`src/hdl/des_pkg.sv`:
```
// Package: DES tables, permutation helpers and shared types.
package des_pkg;

    localparam int MaxRounds = 16;
    localparam int RndW      = 5;

    typedef logic [47:0] subkey_t;
    typedef logic [5:0]  sbox_row_t;

    typedef enum logic [0:0] {
        CFG_KEY    = 1'b0,
        CFG_ROUNDS = 1'b1
    } cfg_index_t;

    typedef enum logic [0:0] {
        CMD_ENCRYPT = 1'b0,
        CMD_DECRYPT = 1'b1
    } cmd_t;

    // Status carried down the round pipeline alongside each block
    typedef struct packed {
        logic              valid;
        logic              decrypt;
        logic [RndW-1:0]   rounds;
    } stage_ctrl_t;

    localparam logic [6:0] TAB_IP [64] = '{
        58,50,42,34,26,18,10,2, 60,52,44,36,28,20,12,4,
        62,54,46,38,30,22,14,6, 64,56,48,40,32,24,16,8,
        57,49,41,33,25,17,9,1,  59,51,43,35,27,19,11,3,
        61,53,45,37,29,21,13,5, 63,55,47,39,31,23,15,7 };
    localparam logic [6:0] TAB_FP [64] = '{
        40,8,48,16,56,24,64,32, 39,7,47,15,55,23,63,31,
        38,6,46,14,54,22,62,30, 37,5,45,13,53,21,61,29,
        36,4,44,12,52,20,60,28, 35,3,43,11,51,19,59,27,
        34,2,42,10,50,18,58,26, 33,1,41,9,49,17,57,25 };
    localparam logic [6:0] TAB_E [48] = '{
        32,1,2,3,4,5, 4,5,6,7,8,9, 8,9,10,11,12,13, 12,13,14,15,16,17,
        16,17,18,19,20,21, 20,21,22,23,24,25, 24,25,26,27,28,29, 28,29,30,31,32,1 };
    localparam logic [6:0] TAB_P [32] = '{
        16,7,20,21,29,12,28,17, 1,15,23,26,5,18,31,10,
        2,8,24,14,32,27,3,9, 19,13,30,6,22,11,4,25 };
    localparam logic [6:0] TAB_PC1 [56] = '{
        57,49,41,33,25,17,9, 1,58,50,42,34,26,18,
        10,2,59,51,43,35,27, 19,11,3,60,52,44,36,
        63,55,47,39,31,23,15, 7,62,54,46,38,30,22,
        14,6,61,53,45,37,29, 21,13,5,28,20,12,4 };
    localparam logic [6:0] TAB_PC2 [48] = '{
        14,17,11,24,1,5, 3,28,15,6,21,10, 23,19,12,4,26,8, 16,7,27,20,13,2,
        41,52,31,37,47,55, 30,40,51,45,33,48, 44,49,39,56,34,53, 46,42,50,36,29,32 };
    localparam logic [1:0] TAB_ROT [16] = '{1,1,2,2,2,2,2,2,1,2,2,2,2,2,2,1};
    localparam logic [3:0] TAB_S [8][64] = '{
     '{14,4,13,1,2,15,11,8,3,10,6,12,5,9,0,7, 0,15,7,4,14,2,13,1,10,6,12,11,9,5,3,8,
       4,1,14,8,13,6,2,11,15,12,9,7,3,10,5,0, 15,12,8,2,4,9,1,7,5,11,3,14,10,0,6,13},
     '{15,1,8,14,6,11,3,4,9,7,2,13,12,0,5,10, 3,13,4,7,15,2,8,14,12,0,1,10,6,9,11,5,
       0,14,7,11,10,4,13,1,5,8,12,6,9,3,2,15, 13,8,10,1,3,15,4,2,11,6,7,12,0,5,14,9},
     '{10,0,9,14,6,3,15,5,1,13,12,7,11,4,2,8, 13,7,0,9,3,4,6,10,2,8,5,14,12,11,15,1,
       13,6,4,9,8,15,3,0,11,1,2,12,5,10,14,7, 1,10,13,0,6,9,8,7,4,15,14,3,11,5,2,12},
     '{7,13,14,3,0,6,9,10,1,2,8,5,11,12,4,15, 13,8,11,5,6,15,0,3,4,7,2,12,1,10,14,9,
       10,6,9,0,12,11,7,13,15,1,3,14,5,2,8,4, 3,15,0,6,10,1,13,8,9,4,5,11,12,7,2,14},
     '{2,12,4,1,7,10,11,6,8,5,3,15,13,0,14,9, 14,11,2,12,4,7,13,1,5,0,15,10,3,9,8,6,
       4,2,1,11,10,13,7,8,15,9,12,5,6,3,0,14, 11,8,12,7,1,14,2,13,6,15,0,9,10,4,5,3},
     '{12,1,10,15,9,2,6,8,0,13,3,4,14,7,5,11, 10,15,4,2,7,12,9,5,6,1,13,14,0,11,3,8,
       9,14,15,5,2,8,12,3,7,0,4,10,1,13,11,6, 4,3,2,12,9,5,15,10,11,14,1,7,6,0,8,13},
     '{4,11,2,14,15,0,8,13,3,12,9,7,5,10,6,1, 13,0,11,7,4,9,1,10,14,3,5,12,2,15,8,6,
       1,4,11,13,12,3,7,14,10,15,6,8,0,5,9,2, 6,11,13,8,1,4,10,7,9,5,0,15,14,2,3,12},
     '{13,2,8,4,6,15,11,1,10,9,3,14,5,0,12,7, 1,15,13,8,10,3,7,4,12,5,6,11,0,14,9,2,
       7,11,4,1,9,12,14,2,0,6,10,13,15,3,5,8, 2,1,14,7,4,10,8,13,15,12,9,0,3,5,6,11}};

    // Fixed bit permutations: pure wiring
    function automatic logic [63:0] perm_ip(input logic [63:0] v);
        logic [63:0] r;
        for (int i = 0; i < 64; i++) r[63-i] = v[64 - int'(TAB_IP[i])];
        return r;
    endfunction

    function automatic logic [63:0] perm_fp(input logic [63:0] v);
        logic [63:0] r;
        for (int i = 0; i < 64; i++) r[63-i] = v[64 - int'(TAB_FP[i])];
        return r;
    endfunction

    function automatic logic [55:0] perm_pc1(input logic [63:0] v);
        logic [55:0] r;
        for (int i = 0; i < 56; i++) r[55-i] = v[64 - int'(TAB_PC1[i])];
        return r;
    endfunction

    function automatic logic [47:0] perm_pc2(input logic [55:0] v);
        logic [47:0] r;
        for (int i = 0; i < 48; i++) r[47-i] = v[56 - int'(TAB_PC2[i])];
        return r;
    endfunction

    function automatic logic [27:0] rot28(input logic [27:0] x, input logic [1:0] s);
        logic [27:0] r;
        r = (s == 2'd2) ? {x[25:0], x[27:26]} : {x[26:0], x[27]};
        return r;
    endfunction

    // DES round function: expansion, key mix, S-boxes, P
    function automatic logic [31:0] feistel(input logic [31:0] half, input subkey_t k);
        logic [47:0] x;
        logic [31:0] f;
        logic [31:0] r;
        sbox_row_t   piece;
        for (int i = 0; i < 48; i++) x[47-i] = half[32 - int'(TAB_E[i])];
        x = x ^ k;
        for (int i = 0; i < 8; i++) begin
            piece = x[47-6*i -: 6];
            f[31-4*i -: 4] = TAB_S[i][{piece[5], piece[0], piece[4:1]}];
        end
        for (int i = 0; i < 32; i++) r[31-i] = f[32 - int'(TAB_P[i])];
        return r;
    endfunction

endpackage

```
`src/hdl/des_round.sv`:
```
// One Feistel round stage; passes the block on unchanged past the round count.
module des_round
(
    input  logic                   clk,
    input  logic                   rst_n,
    input  logic [4:0]             round_idx,
    input  des_pkg::subkey_t       key_fwd,
    input  des_pkg::subkey_t       key_rev,
    input  des_pkg::stage_ctrl_t   ctrl_in,
    input  logic [63:0]            lr_in,
    output des_pkg::stage_ctrl_t   ctrl_out,
    output logic [63:0]            lr_out
);

    des_pkg::stage_ctrl_t ctrl_reg;
    logic [63:0]          lr_reg;
    logic [63:0]          lr_next;
    des_pkg::subkey_t     key_sel;

    // Round logic; decryption takes key (n-1-i) from the reversed bank
    always_comb
    begin
        key_sel = ctrl_in.decrypt ? key_rev : key_fwd;
        if (round_idx < ctrl_in.rounds)
            lr_next = {lr_in[31:0], des_pkg::feistel(lr_in[31:0], key_sel) ^ lr_in[63:32]};
        else
            lr_next = lr_in;
    end

    always_ff @(posedge clk or negedge rst_n)
    begin
        if (!rst_n)
            ctrl_reg <= '0;
        else
            ctrl_reg <= ctrl_in;
    end

    always_ff @(posedge clk)
    begin
        lr_reg <= lr_next;
    end

    assign ctrl_out = ctrl_reg;
    assign lr_out   = lr_reg;

endmodule

```
`config.mk`:
```
export PLATFORM = sky130hd
export DESIGN_NAME = des_round
export DESIGN_NICKNAME = d
export VERILOG_FILES = /design/src/hdl/des_pkg.sv /design/src/hdl/des_round.sv
export SDC_FILE = /design/constraint.sdc
export NUM_CORES = 1
export LEC_CHECK = 0
export ABC_CLOCK_PERIOD_IN_PS = 800
export BUFFER_PORTS_ARGS = -buffer_cell sky130_fd_sc_hd__buf_2
export CAP_MARGIN = 20
export CORE_ASPECT_RATIO = 0.9
export CORE_UTILIZATION = 30
export DETAILED_ROUTE_END_ITERATION = 7
export PLACE_DENSITY_LB_ADDON = 0.2
export SYNTH_ARGS = -nofsm -noshare
export SYNTH_HDL_FRONTEND = slang
export SYNTH_SLANG_ARGS = --single-unit
```
`constraint.sdc`:
```
create_clock -name clk -period 0.8 [get_ports clk]
set_input_delay 0.16 -clock clk [delete_from_list [all_inputs] [get_ports clk]]
set_output_delay 0.16 -clock clk [all_outputs]
set_load 0.1 [all_outputs]
```
; Word level (Yosys, flattened, before mapping)
; Memories as Yosys holds them, arrays and structs flattened.
; Index checks and enable logic that the tools add are counted.
; Widths: inputs -> output; s select.
[op_classes]
add_sub_neg = 0
multipliers = 0
div_mod_pow = 0
n_lt_le_gt_ge = 9
n_eq_ne = 0
n_shift = 0
n_mux = 18
bitwise = 10
reduce_logical = 0
[ops]
columns = operator, n
row1 = $mux 4, 16
row2 = $mux 64, 1
row3 = $ge 7x7->1 const B, 8
row4 = $not 6->7, 8
row5 = $mux 48, 1
row6 = $xor 48x48->48, 1
row7 = $xor 32x32->32, 1
row8 = $lt 5x5->1, 1
[totals]
regBits = 71
latchBits = 0
ram_bits = 0
mem_bits_ro = 2048
inputBits = 174
output_inout_bits = 71
elab_cells = 49
n_memories = 8
[memory_table]
columns = memory, words, word_bits, rd, rd_ports_with_merged_regs, write_ports, line
row1 = (name not given), 64, 4, 1, 0, 0, des_pkg.sv:111  ; f[31-4*i -: 4] = TAB_S[i][{piece[5], piece[0], piece[4:1]}];
row2 = (name not given), 64, 4, 1, 0, 0, des_pkg.sv:111
row3 = (name not given), 64, 4, 1, 0, 0, des_pkg.sv:111
row4 = (name not given), 64, 4, 1, 0, 0, des_pkg.sv:111
row5 = (name not given), 64, 4, 1, 0, 0, des_pkg.sv:111
row6 = (name not given), 64, 4, 1, 0, 0, des_pkg.sv:111
row7 = 2 more memories, n/a, n/a, n/a, n/a, n/a, n/a

; Longest topological paths before layout
[depth]
ltp_word = 8
mapped_depth = 14
ltp_nobuf = 11

; Worst setup path after synthesis
; Ideal clock, no wire load.
[synth_timing]
path_kind = input to register
startpoint = in ctrl_in[5] in the netlist's numbering
endpoint = reg lr_reg[12], in the netlist lr_out[12]
setup_ns = 0.130
arrival_time_ns = 3.081
t_required_ns = 0.670
setup_slack_ns = -2.411
cell_stages = 13
n_path_buf = 3
cell_sequence = buf_6 buf_6 buf_6 mux2i_1 xor2_1 inv_1 ha_1 nor2_1 mux2_2 a311o_1 a311oi_1 xnor2_1 o21ai_1
[synth_between]
elab_chain_cells = 8
[synth_lines]
columns = item, line
row1 = "start, declared", des_round.sv:9  ; input des_pkg::stage_ctrl_t ctrl_in,
row2 = $mux 48, des_round.sv:23  ; key_sel = ctrl_in.decrypt ? key_rev : key_fwd;
row3 = $xor 48x48->48, des_pkg.sv:108  ; x = x ^ k;
row4 = $not 6->7 (not written as such), des_pkg.sv:111
row5 = $mem_v2 64x4, n/a
row6 = $mux 4 (not written as such) (2 in series), des_pkg.sv:111
row7 = $xor 32x32->32, des_round.sv:25  ; lr_next = {lr_in[31:0], des_pkg::feistel(lr_in[31:0], key_sel) ^ lr_in[63:32]};
row8 = $mux 64, des_round.sv:24  ; if (round_idx < ctrl_in.rounds)
row9 = net lr_next[12], des_round.sv:17  ; logic [63:0] lr_next;
row10 = "end signal, assigned", des_round.sv:40  ; lr_reg <= lr_next;
row11 = "end, declared", des_round.sv:16  ; logic [63:0] lr_reg;
; The timed path passes the listed nets, and every way through them passes these cells. The select of a mux whose other input is x is not followed.

; Worst setup path in the final report
[layout_timing]
startpoint = in ctrl_in[5] in the netlist's numbering
endpoint = reg lr_reg[11], in the netlist lr_out[11]
; The elaborated chain is that of the path after synthesis.

==> parameters.txt <==
Parameter                              Value

Drt
  Total detailed-routing wirelength    41.72 mm
  Number of vias per cell    5.166
  Final routed wire length divided by cell count    18.55 um
  Number of design rule violations left after detail routing    0
  Iteration count of the initial detailed-routing pass    5
  Vias post-DR    11619
  Antenna Nets Post-Route    0
  Number of DRC markers in iteration 0    795

Clock tree
  Clock Pin Slew Worst Setup and Hold Paths    0.07 ns
  Inserted Clock Buffers    9
  Clock root buffer    sky130_fd_sc_hd__clkbuf_16
  Count of H-tree levels built during CTS    3
  Buffer levels on the longest clock path    2
  Sinks on Clock Net    71
  TritonCTS clock tree    built

STA
  Ratio of final minimum period to clock period    281.5%
  Minimum clock period after layout    2.252 ns
  Max-slew headroom at the worst pin    68.03%
  Fin. max-slew vios    0
  Final Setup Violations    135
  Final Worst Setup Slack    -1.452 ns
  Highest attainable clock frequency    0.4440 GHz
  Hold violation total from the final report    0
  Worst-margin pin slew    0.4762 ns
  Worst hold slack after final layout    0.02831 ns
  RSZ-0062 raised after global routing    true

Placed design
  Worst-case setup slack after placement    -2.045 ns
  Post-placement cell area    15290 um2
  Number of cells in the design after placement    2128
  Count of buffers inserted at the top-level ports    244
  Estimated wirelength of the detail-placed design    30.94 mm
  Final weighted congestion of routability-driven global placement    0.9168

Cells and area
  Final instance area    18830 um2
  End-of-flow core utilization    61.06%
  Fraction of final layout cells sized beyond drive strength 1    62.53%
  Final nets    2074
  Non-filler cells, final    2249
  Synthesis-to-finish area growth    100.2%

Yosys
  Most frequent cells after synthesis    sky130_fd_sc_hd__nand2_1, sky130_fd_sc_hd__nor2_1, sky130_fd_sc_hd__mux2i_1
  Synthesis warning total    0
  Dominant synthesized flop cell    sky130_fd_sc_hd__dfxtp_1
  Post-Syn Area per Cell    7.977 um2
  Cells after Synth    1179
  Mapped cell area    9405 um2
  Register area share after synthesis    15.48%
  Synth async-reset ratio    9.859%
  Net count after synthesis    1419
  Yosys top cell by area    sky130_fd_sc_hd__dfxtp_1
  Number of different library cells in the post-synthesis netlist    87
  Register bit total from synthesis    71
  Synth top area cells    sky130_fd_sc_hd__dfxtp_1, sky130_fd_sc_hd__ha_1, sky130_fd_sc_hd__mux2i_1
  Cell with the most instances after synthesis    sky130_fd_sc_hd__nand2_1
  Fraction of post-synthesis cell area in the top cell type by area    13.62%
  Count of flip-flops with a built-in enable after synthesis    0

GRT
  Overall global routing resource usage    24.73%
  Met3 Resource Use GR    4.248%
  Vias in the first global route    11250
  Grt met2 use    42.89%
  Met1 track demand over resource in global routing    31.88%
  Busiest layer in global routing    met2
  Pin count of the biggest net entering global routing    19
  Antenna violations before repair    1
  Remaining global-route overflow    0
  Wire length of the first global-routing pass    62.09 mm

Power
  Cell leakage power    8.252 nW
  Switching share of total power    47.14%
  Power density of the placed cells    1888 nW/um2
  Clk network pwr share    10.8%
  Cell internal pwr    0.01879 W
  IR Drop Worst-Case VDD    1.261 mV
  Seq pwr share    14.1%
  Switching power of the nets    0.01675 W
  Combinational Power Share    75.1%

Worst setup path
  Worst EP arrival    2.53 ns
  CP Data Required Time    1.08 ns
  Most Frequent Cell on Critical Path    sky130_fd_sc_hd__buf_12
  WP buf/inv    5
  Crit path kind    input port to flop
  Worst-path cell with the longest stage delay    sky130_fd_sc_hd__or3_1
  Maximum fanout encountered on the critical timing path    5
  Worst Setup Start Kind    input port
  Top Family by Delay on Critical Path    multiplexers
  Worst Setup End Kind    flop
  Max incr delay on CP    0.38 ns
  Worst-path cell chain    buf_12 > buf_12 > buf_12 > buf_8 > mux2i_4 > xor2_4 > buf_4 > mux2_2 > mux2i_1 > o32ai_2 > or3_1 > a31oi_1

Outcome
  Violated checks    negative setup slack
  Outcome    complete, but fails checks

Die
  Initial Util    30.50%
  Die Area    32060 um2
  Core region area    30830 um2
  Number of standard-cell rows in the floorplan    61
  Die Span X    188.6 um
  Die boundary height    170.0 um
  Number of primary I/O pins    245

Worst hold path
  Worst min path class    input port to flop

Job
  Count of max-cap constraint violations    0
## routing by layer
metal | vias to the layer above | wire length, um
met5 | - | 0
met4 | 0 | 955
met3 | 57 | 2161
met2 | 326 | 20500
met1 | 5597 | 18100
li1 | 5639 | -
## through the flow
stage               total power, W  TNS (ns)
floorplan                  0.01782    -75.18
global placement           0.02709    -89.24
detailed placement         0.02707    -90.39
CTS                        0.03358    -78.81
global route               0.03721    -81.80
finish                     0.03554    -75.77
## tightest hold or removal path, cell delays in order
cell                      delay (ns)
sky130_fd_sc_hd__buf_2          0.11
sky130_fd_sc_hd__nand2_2        0.05
sky130_fd_sc_hd__nand2_1        0.04
## worst paths after layout
| check | from | endpoint | slack, ns | cells past startpoint |
|---|---|---|---|---|
| setup / recovery | ctrl_in[5] | lr_out[11] | -1.45 | 12 |
| hold / removal | lr_in[58] | lr_out[58] | 0.03 | 3 |
| max in group asynchronous | rst_n | ctrl_out[4] | 0.45 | 2 |
| min in group asynchronous | rst_n | ctrl_out[6] | 0.17 | 2 |
## flip-flops by register name, summed over array words and instances (netlist names)
name / cells
lr_out: 64
ctrl_out: 7
## final cells by class
| type | count | area [um2] |
|---|---|---|
| flip-flops and latches | 71 | 1565 |
| multi-input cells | 997 | 9600 |
| repair buffers | 721 | 6734 |
| clock buffers | 12 | 236.5 |
| clock inverters | 4 | 23.77 |
| well taps | 409 | 511.7 |
| diodes | 1 | 2.502 |
| fillers | 2597 | 12010 |
| inverters | 34 | 152.6 |
## cells in the final DEF (no fill, tap or decap), types with 18 or more instances in the layout
cell type	count
sky130_fd_sc_hd__buf_4	355
sky130_fd_sc_hd__buf_2	172
sky130_fd_sc_hd__nand2_1	139
sky130_fd_sc_hd__buf_12	104
sky130_fd_sc_hd__buf_6	68
sky130_fd_sc_hd__nor2_1	63
sky130_fd_sc_hd__dfxtp_2	63
sky130_fd_sc_hd__mux2i_1	48
sky130_fd_sc_hd__mux2i_4	36
sky130_fd_sc_hd__a21oi_1	32
sky130_fd_sc_hd__ha_1	32
sky130_fd_sc_hd__nand2_2	31
sky130_fd_sc_hd__nand3_1	31
sky130_fd_sc_hd__xnor2_1	28
sky130_fd_sc_hd__o21ai_0	26
sky130_fd_sc_hd__xnor2_2	25
sky130_fd_sc_hd__ha_4	24
sky130_fd_sc_hd__o211ai_1	23
sky130_fd_sc_hd__nor3_1	22
sky130_fd_sc_hd__a211oi_1	18
## power by group through the flow
stage          Clock, W  Combinational [W]  Sequential, W
3_5_place_dp          0             0.0220        0.00508
3_3_place_gp          0             0.0220        0.00509
4_1_cts         0.00395             0.0246        0.00502
2_1_floorplan         0            0.00819        0.00963
6_report        0.00384             0.0267        0.00502
5_1_grt         0.00405             0.0281        0.00508
## repair_timing
| action | CTS | global route |
|---|---|---|
| setup endpoints to repair | 135 | 135 |
| hold buffers | 6 | 1 |
| pin swaps | 131 | 126 |
| gates resized for setup | 269 | 210 |
| gates cloned | 9 | 3 |
| endpoints found under the hold margin | 12 | 1 |
| setup buffers | 54 | 43 |
## logic make-up (layout without fill, tap and decap cells)
family,Yosys count,count (layout),share of synthesized area (%)
buffers and inverters,111,771,5.574
AO/OA/AOI/OAI,298,298,23.29
multiplexers,102,102,13.44
adder cells (fa/ha/maj),68,68,8.993
AND/OR/NAND/NOR,424,424,20.66
flip-flops,71,71,15.48
XOR/XNOR,105,105,12.56
other,0,1,0
Note: power is estimated with default switching activity, not from simulation.
