[src/hdl/des_pkg.sv]
// Package: DES tables, permutation helpers and shared types.
package des_pkg;

    localparam int MaxRounds = 16;
    localparam int RndW      = 5;

    typedef logic [47:0] subkey_t;
    typedef logic [5:0]  sbox_row_t;

    typedef enum logic [0:0] {
        CFG_KEY    = 1'b0,
        CFG_ROUNDS = 1'b1
    } cfg_index_t;

    typedef enum logic [0:0] {
        CMD_ENCRYPT = 1'b0,
        CMD_DECRYPT = 1'b1
    } cmd_t;

    // Status carried down the round pipeline alongside each block
    typedef struct packed {
        logic              valid;
        logic              decrypt;
        logic [RndW-1:0]   rounds;
    } stage_ctrl_t;

    localparam logic [6:0] TAB_IP [64] = '{
        58,50,42,34,26,18,10,2, 60,52,44,36,28,20,12,4,
        62,54,46,38,30,22,14,6, 64,56,48,40,32,24,16,8,
        57,49,41,33,25,17,9,1,  59,51,43,35,27,19,11,3,
        61,53,45,37,29,21,13,5, 63,55,47,39,31,23,15,7 };
    localparam logic [6:0] TAB_FP [64] = '{
        40,8,48,16,56,24,64,32, 39,7,47,15,55,23,63,31,
        38,6,46,14,54,22,62,30, 37,5,45,13,53,21,61,29,
        36,4,44,12,52,20,60,28, 35,3,43,11,51,19,59,27,
        34,2,42,10,50,18,58,26, 33,1,41,9,49,17,57,25 };
    localparam logic [6:0] TAB_E [48] = '{
        32,1,2,3,4,5, 4,5,6,7,8,9, 8,9,10,11,12,13, 12,13,14,15,16,17,
        16,17,18,19,20,21, 20,21,22,23,24,25, 24,25,26,27,28,29, 28,29,30,31,32,1 };
    localparam logic [6:0] TAB_P [32] = '{
        16,7,20,21,29,12,28,17, 1,15,23,26,5,18,31,10,
        2,8,24,14,32,27,3,9, 19,13,30,6,22,11,4,25 };
    localparam logic [6:0] TAB_PC1 [56] = '{
        57,49,41,33,25,17,9, 1,58,50,42,34,26,18,
        10,2,59,51,43,35,27, 19,11,3,60,52,44,36,
        63,55,47,39,31,23,15, 7,62,54,46,38,30,22,
        14,6,61,53,45,37,29, 21,13,5,28,20,12,4 };
    localparam logic [6:0] TAB_PC2 [48] = '{
        14,17,11,24,1,5, 3,28,15,6,21,10, 23,19,12,4,26,8, 16,7,27,20,13,2,
        41,52,31,37,47,55, 30,40,51,45,33,48, 44,49,39,56,34,53, 46,42,50,36,29,32 };
    localparam logic [1:0] TAB_ROT [16] = '{1,1,2,2,2,2,2,2,1,2,2,2,2,2,2,1};
    localparam logic [3:0] TAB_S [8][64] = '{
     '{14,4,13,1,2,15,11,8,3,10,6,12,5,9,0,7, 0,15,7,4,14,2,13,1,10,6,12,11,9,5,3,8,
       4,1,14,8,13,6,2,11,15,12,9,7,3,10,5,0, 15,12,8,2,4,9,1,7,5,11,3,14,10,0,6,13},
     '{15,1,8,14,6,11,3,4,9,7,2,13,12,0,5,10, 3,13,4,7,15,2,8,14,12,0,1,10,6,9,11,5,
       0,14,7,11,10,4,13,1,5,8,12,6,9,3,2,15, 13,8,10,1,3,15,4,2,11,6,7,12,0,5,14,9},
     '{10,0,9,14,6,3,15,5,1,13,12,7,11,4,2,8, 13,7,0,9,3,4,6,10,2,8,5,14,12,11,15,1,
       13,6,4,9,8,15,3,0,11,1,2,12,5,10,14,7, 1,10,13,0,6,9,8,7,4,15,14,3,11,5,2,12},
     '{7,13,14,3,0,6,9,10,1,2,8,5,11,12,4,15, 13,8,11,5,6,15,0,3,4,7,2,12,1,10,14,9,
       10,6,9,0,12,11,7,13,15,1,3,14,5,2,8,4, 3,15,0,6,10,1,13,8,9,4,5,11,12,7,2,14},
     '{2,12,4,1,7,10,11,6,8,5,3,15,13,0,14,9, 14,11,2,12,4,7,13,1,5,0,15,10,3,9,8,6,
       4,2,1,11,10,13,7,8,15,9,12,5,6,3,0,14, 11,8,12,7,1,14,2,13,6,15,0,9,10,4,5,3},
     '{12,1,10,15,9,2,6,8,0,13,3,4,14,7,5,11, 10,15,4,2,7,12,9,5,6,1,13,14,0,11,3,8,
       9,14,15,5,2,8,12,3,7,0,4,10,1,13,11,6, 4,3,2,12,9,5,15,10,11,14,1,7,6,0,8,13},
     '{4,11,2,14,15,0,8,13,3,12,9,7,5,10,6,1, 13,0,11,7,4,9,1,10,14,3,5,12,2,15,8,6,
       1,4,11,13,12,3,7,14,10,15,6,8,0,5,9,2, 6,11,13,8,1,4,10,7,9,5,0,15,14,2,3,12},
     '{13,2,8,4,6,15,11,1,10,9,3,14,5,0,12,7, 1,15,13,8,10,3,7,4,12,5,6,11,0,14,9,2,
       7,11,4,1,9,12,14,2,0,6,10,13,15,3,5,8, 2,1,14,7,4,10,8,13,15,12,9,0,3,5,6,11}};

    // Fixed bit permutations: pure wiring
    function automatic logic [63:0] perm_ip(input logic [63:0] v);
        logic [63:0] r;
        for (int i = 0; i < 64; i++) r[63-i] = v[64 - int'(TAB_IP[i])];
        return r;
    endfunction

    function automatic logic [63:0] perm_fp(input logic [63:0] v);
        logic [63:0] r;
        for (int i = 0; i < 64; i++) r[63-i] = v[64 - int'(TAB_FP[i])];
        return r;
    endfunction

    function automatic logic [55:0] perm_pc1(input logic [63:0] v);
        logic [55:0] r;
        for (int i = 0; i < 56; i++) r[55-i] = v[64 - int'(TAB_PC1[i])];
        return r;
    endfunction

    function automatic logic [47:0] perm_pc2(input logic [55:0] v);
        logic [47:0] r;
        for (int i = 0; i < 48; i++) r[47-i] = v[56 - int'(TAB_PC2[i])];
        return r;
    endfunction

    function automatic logic [27:0] rot28(input logic [27:0] x, input logic [1:0] s);
        logic [27:0] r;
        r = (s == 2'd2) ? {x[25:0], x[27:26]} : {x[26:0], x[27]};
        return r;
    endfunction

    // DES round function: expansion, key mix, S-boxes, P
    function automatic logic [31:0] feistel(input logic [31:0] half, input subkey_t k);
        logic [47:0] x;
        logic [31:0] f;
        logic [31:0] r;
        sbox_row_t   piece;
        for (int i = 0; i < 48; i++) x[47-i] = half[32 - int'(TAB_E[i])];
        x = x ^ k;
        for (int i = 0; i < 8; i++) begin
            piece = x[47-6*i -: 6];
            f[31-4*i -: 4] = TAB_S[i][{piece[5], piece[0], piece[4:1]}];
        end
        for (int i = 0; i < 32; i++) r[31-i] = f[32 - int'(TAB_P[i])];
        return r;
    endfunction

endpackage

[src/hdl/des_key_sched.sv]
// Round key schedule: all round subkeys of the configured key, registered.
module des_key_sched
(
    input  logic                  clk,
    input  logic                  rst_n,
    input  logic [63:0]           cipher_key,
    output des_pkg::subkey_t      subkeys [des_pkg::MaxRounds]
);

    logic [55:0] cd_perm;
    logic [27:0] c_half [des_pkg::MaxRounds+1];
    logic [27:0] d_half [des_pkg::MaxRounds+1];
    des_pkg::subkey_t subkeys_reg [des_pkg::MaxRounds];

    // Rotation wiring; user keeps key static while items in flight, unenforced
    always_comb
    begin
        cd_perm   = des_pkg::perm_pc1(cipher_key);
        c_half[0] = cd_perm[55:28];
        d_half[0] = cd_perm[27:0];
        for (int i = 0; i < des_pkg::MaxRounds; i++)
        begin
            c_half[i+1] = des_pkg::rot28(c_half[i], des_pkg::TAB_ROT[i]);
            d_half[i+1] = des_pkg::rot28(d_half[i], des_pkg::TAB_ROT[i]);
        end
    end

    always_ff @(posedge clk or negedge rst_n)
    begin
        if (!rst_n)
        begin
            for (int i = 0; i < des_pkg::MaxRounds; i++) subkeys_reg[i] <= '0;
        end
        else
        begin
            for (int i = 0; i < des_pkg::MaxRounds; i++)
                subkeys_reg[i] <= des_pkg::perm_pc2({c_half[i+1], d_half[i+1]});
        end
    end

    assign subkeys = subkeys_reg;

endmodule

[config.mk]
export PLATFORM = sky130hd
export DESIGN_NAME = des_key_sched
export DESIGN_NICKNAME = d
export VERILOG_FILES = /design/src/hdl/des_pkg.sv /design/src/hdl/des_key_sched.sv
export SDC_FILE = /design/constraint.sdc
export NUM_CORES = 1
export LEC_CHECK = 0
export BUFFER_PORTS_ARGS = -buffer_cell sky130_fd_sc_hd__buf_2
export CORE_AREA = 2 2 327 329
export DETAILED_ROUTE_END_ITERATION = 8
export DIE_AREA = 0 0 329 331
export SYNTH_ARGS = -nofsm -noshare
export SYNTH_HDL_FRONTEND = slang
export SYNTH_SLANG_ARGS = --single-unit
[constraint.sdc]
create_clock -name clk -period 0.81 [get_ports clk]
set_input_delay 0.162 -clock clk [delete_from_list [all_inputs] [get_ports clk]]
set_output_delay 0.162 -clock clk [all_outputs]
set_load 0.02 [all_outputs]
Word level (Yosys, flattened, before mapping)
Cells that the tools add are included.
{ "op_classes": {"add_sub_neg": 0, "mul": 0, "div_mod_pow": 0, "order_cmp": 0, "n_eq_ne": 0, "shifts": 0, "mux": 0, "bitwise_logic": 0, "reduce_logical": 0} }
{ "word_totals": {"register_bits": 768, "latch_bits": 0, "ramBits": 0, "mem_bits_ro": 0, "inputBits": 66, "out_inout_bits": 768, "memories": 0} }

Depth between registers and ports, before layout
Gate-level depths: netlist of run 1.
{ "depth": {"word_depth": 0, "depth_mapped": 1} }

Least setup slack after synthesis of run 1
Ideal clock, no wire load.
{ "synth_timing": {"path_type": "register -> output", "startpoint": "reg subkeys_reg, in the netlist subkeys[103]", "endpoint": "out subkeys[103] (netlist bit)", "arrival_ns": 0.849, "required_ns": 0.648, "setup_slack_ns": -0.201, "path_stages_with_launch": 2, "path_cell_list": "dfrtp_1 -> buf_4"} }
{ "synth_lines": {"columns": ["element", "line_no", "rtl"], "rows": [
  ["start: declaration", "des_key_sched.sv:13", "des_pkg::subkey_t subkeys_reg [des_pkg::MaxRounds];"],
  ["start signal: indexed assignment", "des_key_sched.sv:37", "subkeys_reg[i] <= des_pkg::perm_pc2({c_half[i+1], d_half[i+1]});"],
  ["end: declaration", "des_key_sched.sv:7", "output des_pkg::subkey_t subkeys [des_pkg::MaxRounds]"]
]} }
No word-level cell between the ends.

==> impl_metrics.py, run 1 <==
metrics = {
    "timing": {
        "rsz0062_at_grt": "true",
        "max_freq_mhz": 735.5,
        "finalSetupViolCount": 768,
        "worst_pin_slew_ns": 0.2569,
        "post-route-period-util": 1.678,
        "hold_viol": 0,
        "finalWorstSetupSlack_ns": -0.5495,
        "fin_crit_ns": 1.360,
        "finalMaxSlewViolations": 0,
        "slew_headroom": 0.8287,
    },
    "detailed_routing": {
        "num_vias": 5053,
        "drc": 0,
        "drt_first_pass_iters": 4,
        "ant_nets": 0,
        "wirelength_um": 33780,
        "wl_per_cell_um": 13.89,
        "via_per_inst": 2.078,
        "drtIter0Drc": 107,
    },
    "place": {
        "hpwl_um": 24620,
        "portBuffers": 825,
        "place_congestion": 0.6044,
        "postPlaceCellArea_sq_mm": 0.008424,
    },
    "die": {
        "start_util": 0.06427,
        "coreArea_sq_mm": 0.1050,
        "dieArea_sq_mm": 0.1089,
        "die_h_um": 331,
        "die_w_um": 329,
        "num_io_pins": 834,
        "fp-row-count": 119,
    },
    "global_routing": {
        "grt_max_degree": 22,
        "grt_use_met1": 0.06883,
        "grt_first_pass_wirelength_um": 34580,
        "grt_use_met3": 0.01541,
        "met2_usage": 0.07508,
        "overflow": 0,
        "grt_antenna_before_repair": 14,
        "first_global_vias": 3717,
        "grt_usage": 0.04962,
        "grt_busiest_layer": "met2",
    },
    "synth": {
        "ys_types": 2,
        "syn_area_sq_mm": 0.006746,
        "yosys_warnings": 0,
        "ys_seq_area_frac": 0.2077,
        "synthSimpleGateAreaFrac": 0,
        "ys_ff_latch": 56,
        "synth_fa_ha_area_frac": 0,
        "synthMuxAreaShare": 0,
        "synthXorXnorAreaFrac": 0,
        "synth_compound_area_frac": 0,
        "synthesis.nets": 834,
        "syn_inst": 768,
        "syn_avg_cell_area_sq_um": 8.784,
        "synth_top_family_by_area": "buffers and inverters",
    },
    "clock_network": {
        "cts.sinks": 56,
        "cts.reportedPaths.clkPinSlew_ns": 0.15,
        "root_buffer": "clkbuf_16",
        "cts_buffers": 5,
        "cts_buffer_depth": 2,
        "cts_htree_levels": 2,
        "cts_tree": "built",
    },
    "finish": {
        "nNetsFinal": 1095,
        "nMultiInputCombCells": 0,
        "n_fill_cell": 11843,
        "largest_reg_flops": 56,
        "stdcell_area_sq_mm": 0.01262,
        "layout-drive-gt1-share": 0.9447,
        "syn2layout_area_growth_pct": 87.04,
        "multi_input_area_sq_um": 0,
    },
    "worst_setup_path": {
        "crit_fanout": 7,
        "required_ns": 0.65,
        "cp-start-kind": "flop",
        "endpoint_kind": "primary output",
        "cp.arrival_ns": 1.20,
        "path_class": "reg -> out",
    },
    "pwr": {
        "power_w": 0.01449,
        "ir_drop_v": 0.001157,
        "p_per_area_mw_per_mm2": 1148,
        "leakage_nw": 5.923,
    },
    "outcome": {
        "outcome": "finished, violations left",
        "violations": "setup timing",
    },
    "job": {
        "drv_cap": 0,
    },
    "hold_path": {
        "hold_path_class": "in -> async",
    },
}
## metal layers
layer,up-vias,wire length (um),share of wire
met5,-,34,0.0010
met4,6,220,0.0065
met3,15,2828,0.084
met2,439,16110,0.48
met1,2442,14590,0.43
li1,2151,-,-
## logic make-up after synthesis
| logic type | count (synthesis) |
|---|---|
| flops | 56 |
| buf+inv | 712 |
## power by group
group,internal [W],switching [W],leakage [nW]
clock,0.00120,0.00179,0.0749
sequential,0.00296,0.000171,0.597
combinational,0.00375,0.00462,5.25
total,0.00791,0.00658,5.92
## timing repair
item                                    in CTS  in global routing
buffers inserted                             6                 11
endpoints found under the setup margin     768                768
endpoints found under the hold margin      112                  0
hold buffers                                57                  0
resized for setup                          486                503
gates cloned                                 1                  7
## worst max-delay path: stages, from the launching register on
cell and delay [ns]:
dfrtp_2 0.48, clkbuf_16 0.19, buf_8 0.13
## cells in the final DEF, fill, tap and decap left out
cell	instances
buf_2	386
buf_6	263
buf_8	136
buf_4	63
dlygate4sd3_1	57
dfrtp_2	56
buf_12	52
clkbuf_16	13
diode_2	11
inv_6	2
clkinv_4	1
clkbuf_4	1
## stage by stage
| stage | util | worst slack, ns | setup TNS, ns | cells | hold WS, ns |
|---|---|---|---|---|---|
| after CTS | 0.1022 | -0.5986 | -390.72 | 2403 | 0.1075 |
| after global placement | 0.08026 | -0.2000 | -41.40 | 2331 | 0.008176 |
| after global routing | 0.1200 | -0.6152 | -402.39 | 2423 | 0.1471 |
| after floorplan | - | -0.05154 | -32.61 | 768 | -0.1336 |
| final | 0.1202 | -0.5495 | -355.22 | 2432 | 0.1887 |
| after detailed placement | 0.08026 | -0.2170 | -45.95 | 2331 | 0.01036 |
## cell usage after synthesis
library cell	number	area, sq um
buf_4	712	5345
dfrtp_1	56	1401
## final timing paths
kind | cells after the start | from | slack (ns) | end
setup / recovery | 2 | subkeys[134] | -0.55 | subkeys[563]
hold / removal | 2 | rst_n | 0.19 | subkeys[100]
max in group asynchronous | 3 | rst_n | 0.12 | subkeys[103]
min in group clk | 2 | cipher_key[44] | 0.39 | subkeys[97]
## final cells by class
| cell class | instances | area [sq um] | share of cell area |
|---|---|---|---|
| Timing Repair Buffer | 966 | 9228 | 0.7313 |
| Tap cell | 1391 | 1740 | 0.1379 |
| Sequential cell | 56 | 1471 | 0.1166 |
| Clock buffer | 5 | 125.1 | 0.009916 |
| Antenna cell | 11 | 27.53 | 0.002181 |
| Clock inverter | 3 | 26.28 | 0.002082 |
Power figures use the tool's default switching activity.
==> inputs of run 2 (changes only) <==
--- a/config.mk
+++ b/config.mk
@@ -7,7 +7,7 @@
 export LEC_CHECK = 0
 export BUFFER_PORTS_ARGS = -buffer_cell sky130_fd_sc_hd__buf_2
-export CORE_AREA = 2 2 327 329
+export CORE_AREA = 2 2 326 328
 export DETAILED_ROUTE_END_ITERATION = 8
-export DIE_AREA = 0 0 329 331
+export DIE_AREA = 0 0 328 330
 export SYNTH_ARGS = -nofsm -noshare
 export SYNTH_HDL_FRONTEND = slang
==> constraint.sdc (replaced) <==
create_clock -name clk -period 1.4 [get_ports clk]
set_input_delay 0.07 -clock clk [delete_from_list [all_inputs] [get_ports clk]]
set_output_delay 0.07 -clock clk [all_outputs]
set_load 0.02 [all_outputs]
==> run 2 against run 1 <==
Net effect:
- the run now ends clean
- total power shrank 54%
- clock power shrank 49%
- core utilization shrank 3.9 points
- final cell count shrank 1.4%
- clock-buffer cell count grew 1
- wire length shrank 22%
- global-route usage shrank 0.72 points
- critical endpoint is now subkeys[653]
- setup slack gained 0.64 ns
- combinational power shrank 60%
- sequential share of layout area grew 4.9 points
==> impl_metrics.py, run 2 (same netlist as run 1, synthesis figures left out) <==
metrics = {
    "pwr": {
        "switchingPower_w": 0.003283,
        "p_comb_frac": 0.502,
        "seqPwrFrac": 0.269,
        "leakage_nw": 4.468,
        "p_per_area_mw_per_mm2": 787.7,
        "p_clk_frac": 0.229,
        "p_int_w": 0.003398,
        "power_w": 0.006681,
        "ir_drop_v": 0.0004056,
        "swShare": 0.4914,
    },
    "finish": {
        "nMultiInputCombCells": 0,
        "nNetsFinal": 1060,
        "largest_reg_flops": 56,
        "layout-drive-gt1-share": 0.8894,
        "multi_input_area_sq_um": 0,
        "final_common_cell": "buf_2",
        "n_fill_cell": 12178,
        "syn2layout_area_growth_pct": 25.72,
        "final_cell_mix": "824 x buf_2, 57 x dlygate4sd3_1, 52 x dfrtp_1",
    },
    "clock_network": {
        "postCtsSetupRepairBufs": 0,
        "cts_buffers": 5,
        "cts_buffer_depth": 2,
        "cts.sinks": 56,
        "root_buffer": "clkbuf_16",
        "cts_htree_levels": 2,
        "cts.reportedPaths.clkPinSlew_ns": 0.10,
        "cts_tree": "built",
    },
    "place": {
        "hpwl_um": 22260,
        "dp_worst_setup_slack_ns": 0.3893,
        "portBuffers": 825,
        "place_congestion": 0.6189,
    },
    "detailed_routing": {
        "num_vias": 4703,
        "drt_first_pass_iters": 4,
        "wl_met2_um": 12040,
        "ant_nets": 0,
        "top_layer_used": "met5",
        "drtIter0Drc": 163,
        "wirelength_um": 26470,
        "wl_met1_um": 11280,
        "drc": 0,
        "via_per_inst": 1.960,
        "wl_met3_um": 2604,
        "wl_per_cell_um": 11.03,
    },
    "timing": {
        "worst_pin_slew_ns": 0.4600,
        "finalWorstSetupSlack_ns": 0.08661,
        "slew_headroom": 0.6933,
        "hold_slack_ns": 0.1179,
        "fin_crit_ns": 1.313,
        "max_freq_mhz": 761.4,
        "finalSetupViolCount": 0,
        "post-route-period-util": 0.9381,
        "hold_viol": 0,
        "rsz0062_at_grt": "false",
        "finalMaxSlewViolations": 0,
        "setup_tns_ns": 0,
    },
    "die": {
        "die_h_um": 330,
        "die_w_um": 328,
        "fp-row-count": 119,
        "dieArea_sq_mm": 0.1082,
        "coreArea_sq_mm": 0.1047,
        "num_io_pins": 834,
        "start_util": 0.06445,
    },
    "global_routing": {
        "overflow": 0,
        "first_global_vias": 3096,
        "grt_max_degree": 31,
        "grt_usage": 0.04246,
        "grt_first_pass_wirelength_um": 29120,
        "grt_antenna_before_repair": 17,
    },
    "worst_setup_path": {
        "cp-start-kind": "flop",
        "crit_buf_inv": 1,
        "endpoint_kind": "primary output",
        "crit_chain": "buf_2",
        "worstSetupStartpoint": "subkeys[131]",
        "cpLargestDelayFamily": "flip-flops",
        "required_ns": 1.33,
        "path_class": "reg -> out",
        "cp.arrival_ns": 1.24,
        "slowest_delay_ns": 0.63,
        "slowest_stage": "dfrtp_1",
        "crit_fanout": 14,
    },
    "hold_path": {
        "hold_path_class": "in -> async",
    },
    "job": {
        "drv_cap": 0,
    },
    "outcome": {
        "outcome": "complete, no violations",
    },
}
-- run 2: cell types whose count changed in the layout (fill, tap and decap cells not counted), moves of 8 or more --
cell,before,now
buf_8,136,0
buf_12,52,7
buf_2,386,824
buf_4,63,43
clkbuf_16,13,5
buf_6,263,0
dfrtp_1,0,52
dfrtp_2,56,4
-- run 2: routing by layer --
| layer | track usage | vias up |
|---|---|---|
| met3 | 0.01357 | 18 |
| met2 | 0.06577 | 452 |
| li1 | - | 2072 |
| met4 | 0.01107 | 6 |
| met1 | 0.05650 | 2155 |
| met5 | 0 | - |
-- run 2: worst max-delay path by stage --
stage,endpoint,slack [ns],cells past startpoint
after floorplan,subkeys[103],0.48,1
after global placement,subkeys[684],0.41,1
after detailed placement,subkeys[730],0.39,1
after CTS,subkeys[83],0.006,1
after global routing,subkeys[462],0.02,1
final,subkeys[653],0.09,1
-- run 2: timing repair --
action | in CTS | in global routing
setup endpoints to repair | 28 | 19
resized for setup | 2 | 2
endpoints found under the hold margin | 112 | 0
hold buffers | 57 | 0
-- run 2: metrics by stage --
step / cells / instance area [sq um] / utilization
3_5_place_dp: 2321 / 7729 / 0.07384
4_1_cts: 2386 / 8447 / 0.08070
2_1_floorplan: 768 / 6746 / -
3_3_place_gp: 2321 / 7729 / 0.07384
5_1_grt: 2386 / 8449 / 0.08072
6_report: 2399 / 8482 / 0.08103
-- run 2: layout make-up --
| type | instances | area (sq um) | share of cell area |
|---|---|---|---|
| diodes | 13 | 32.53 | 0.003835 |
| clock inverters | 2 | 16.27 | 0.001918 |
| well taps | 1391 | 1740 | 0.2052 |
| flip-flops and latches | 56 | 1406 | 0.1658 |
| repair buffers | 931 | 5157 | 0.6081 |
| clock buffers | 6 | 128.9 | 0.01519 |
-- run 2: power by group through the flow --
stage / Sequential, W / Clock [W] / Combinational [W]
final: 0.00180 / 0.00153 / 0.00335
after global routing: 0.00182 / 0.00178 / 0.00353
after CTS: 0.00180 / 0.00176 / 0.00339
after detailed placement: 0.00183 / 0 / 0.00326
after global placement: 0.00182 / 0 / 0.00325
after floorplan: 0.00207 / 0 / 0.00291
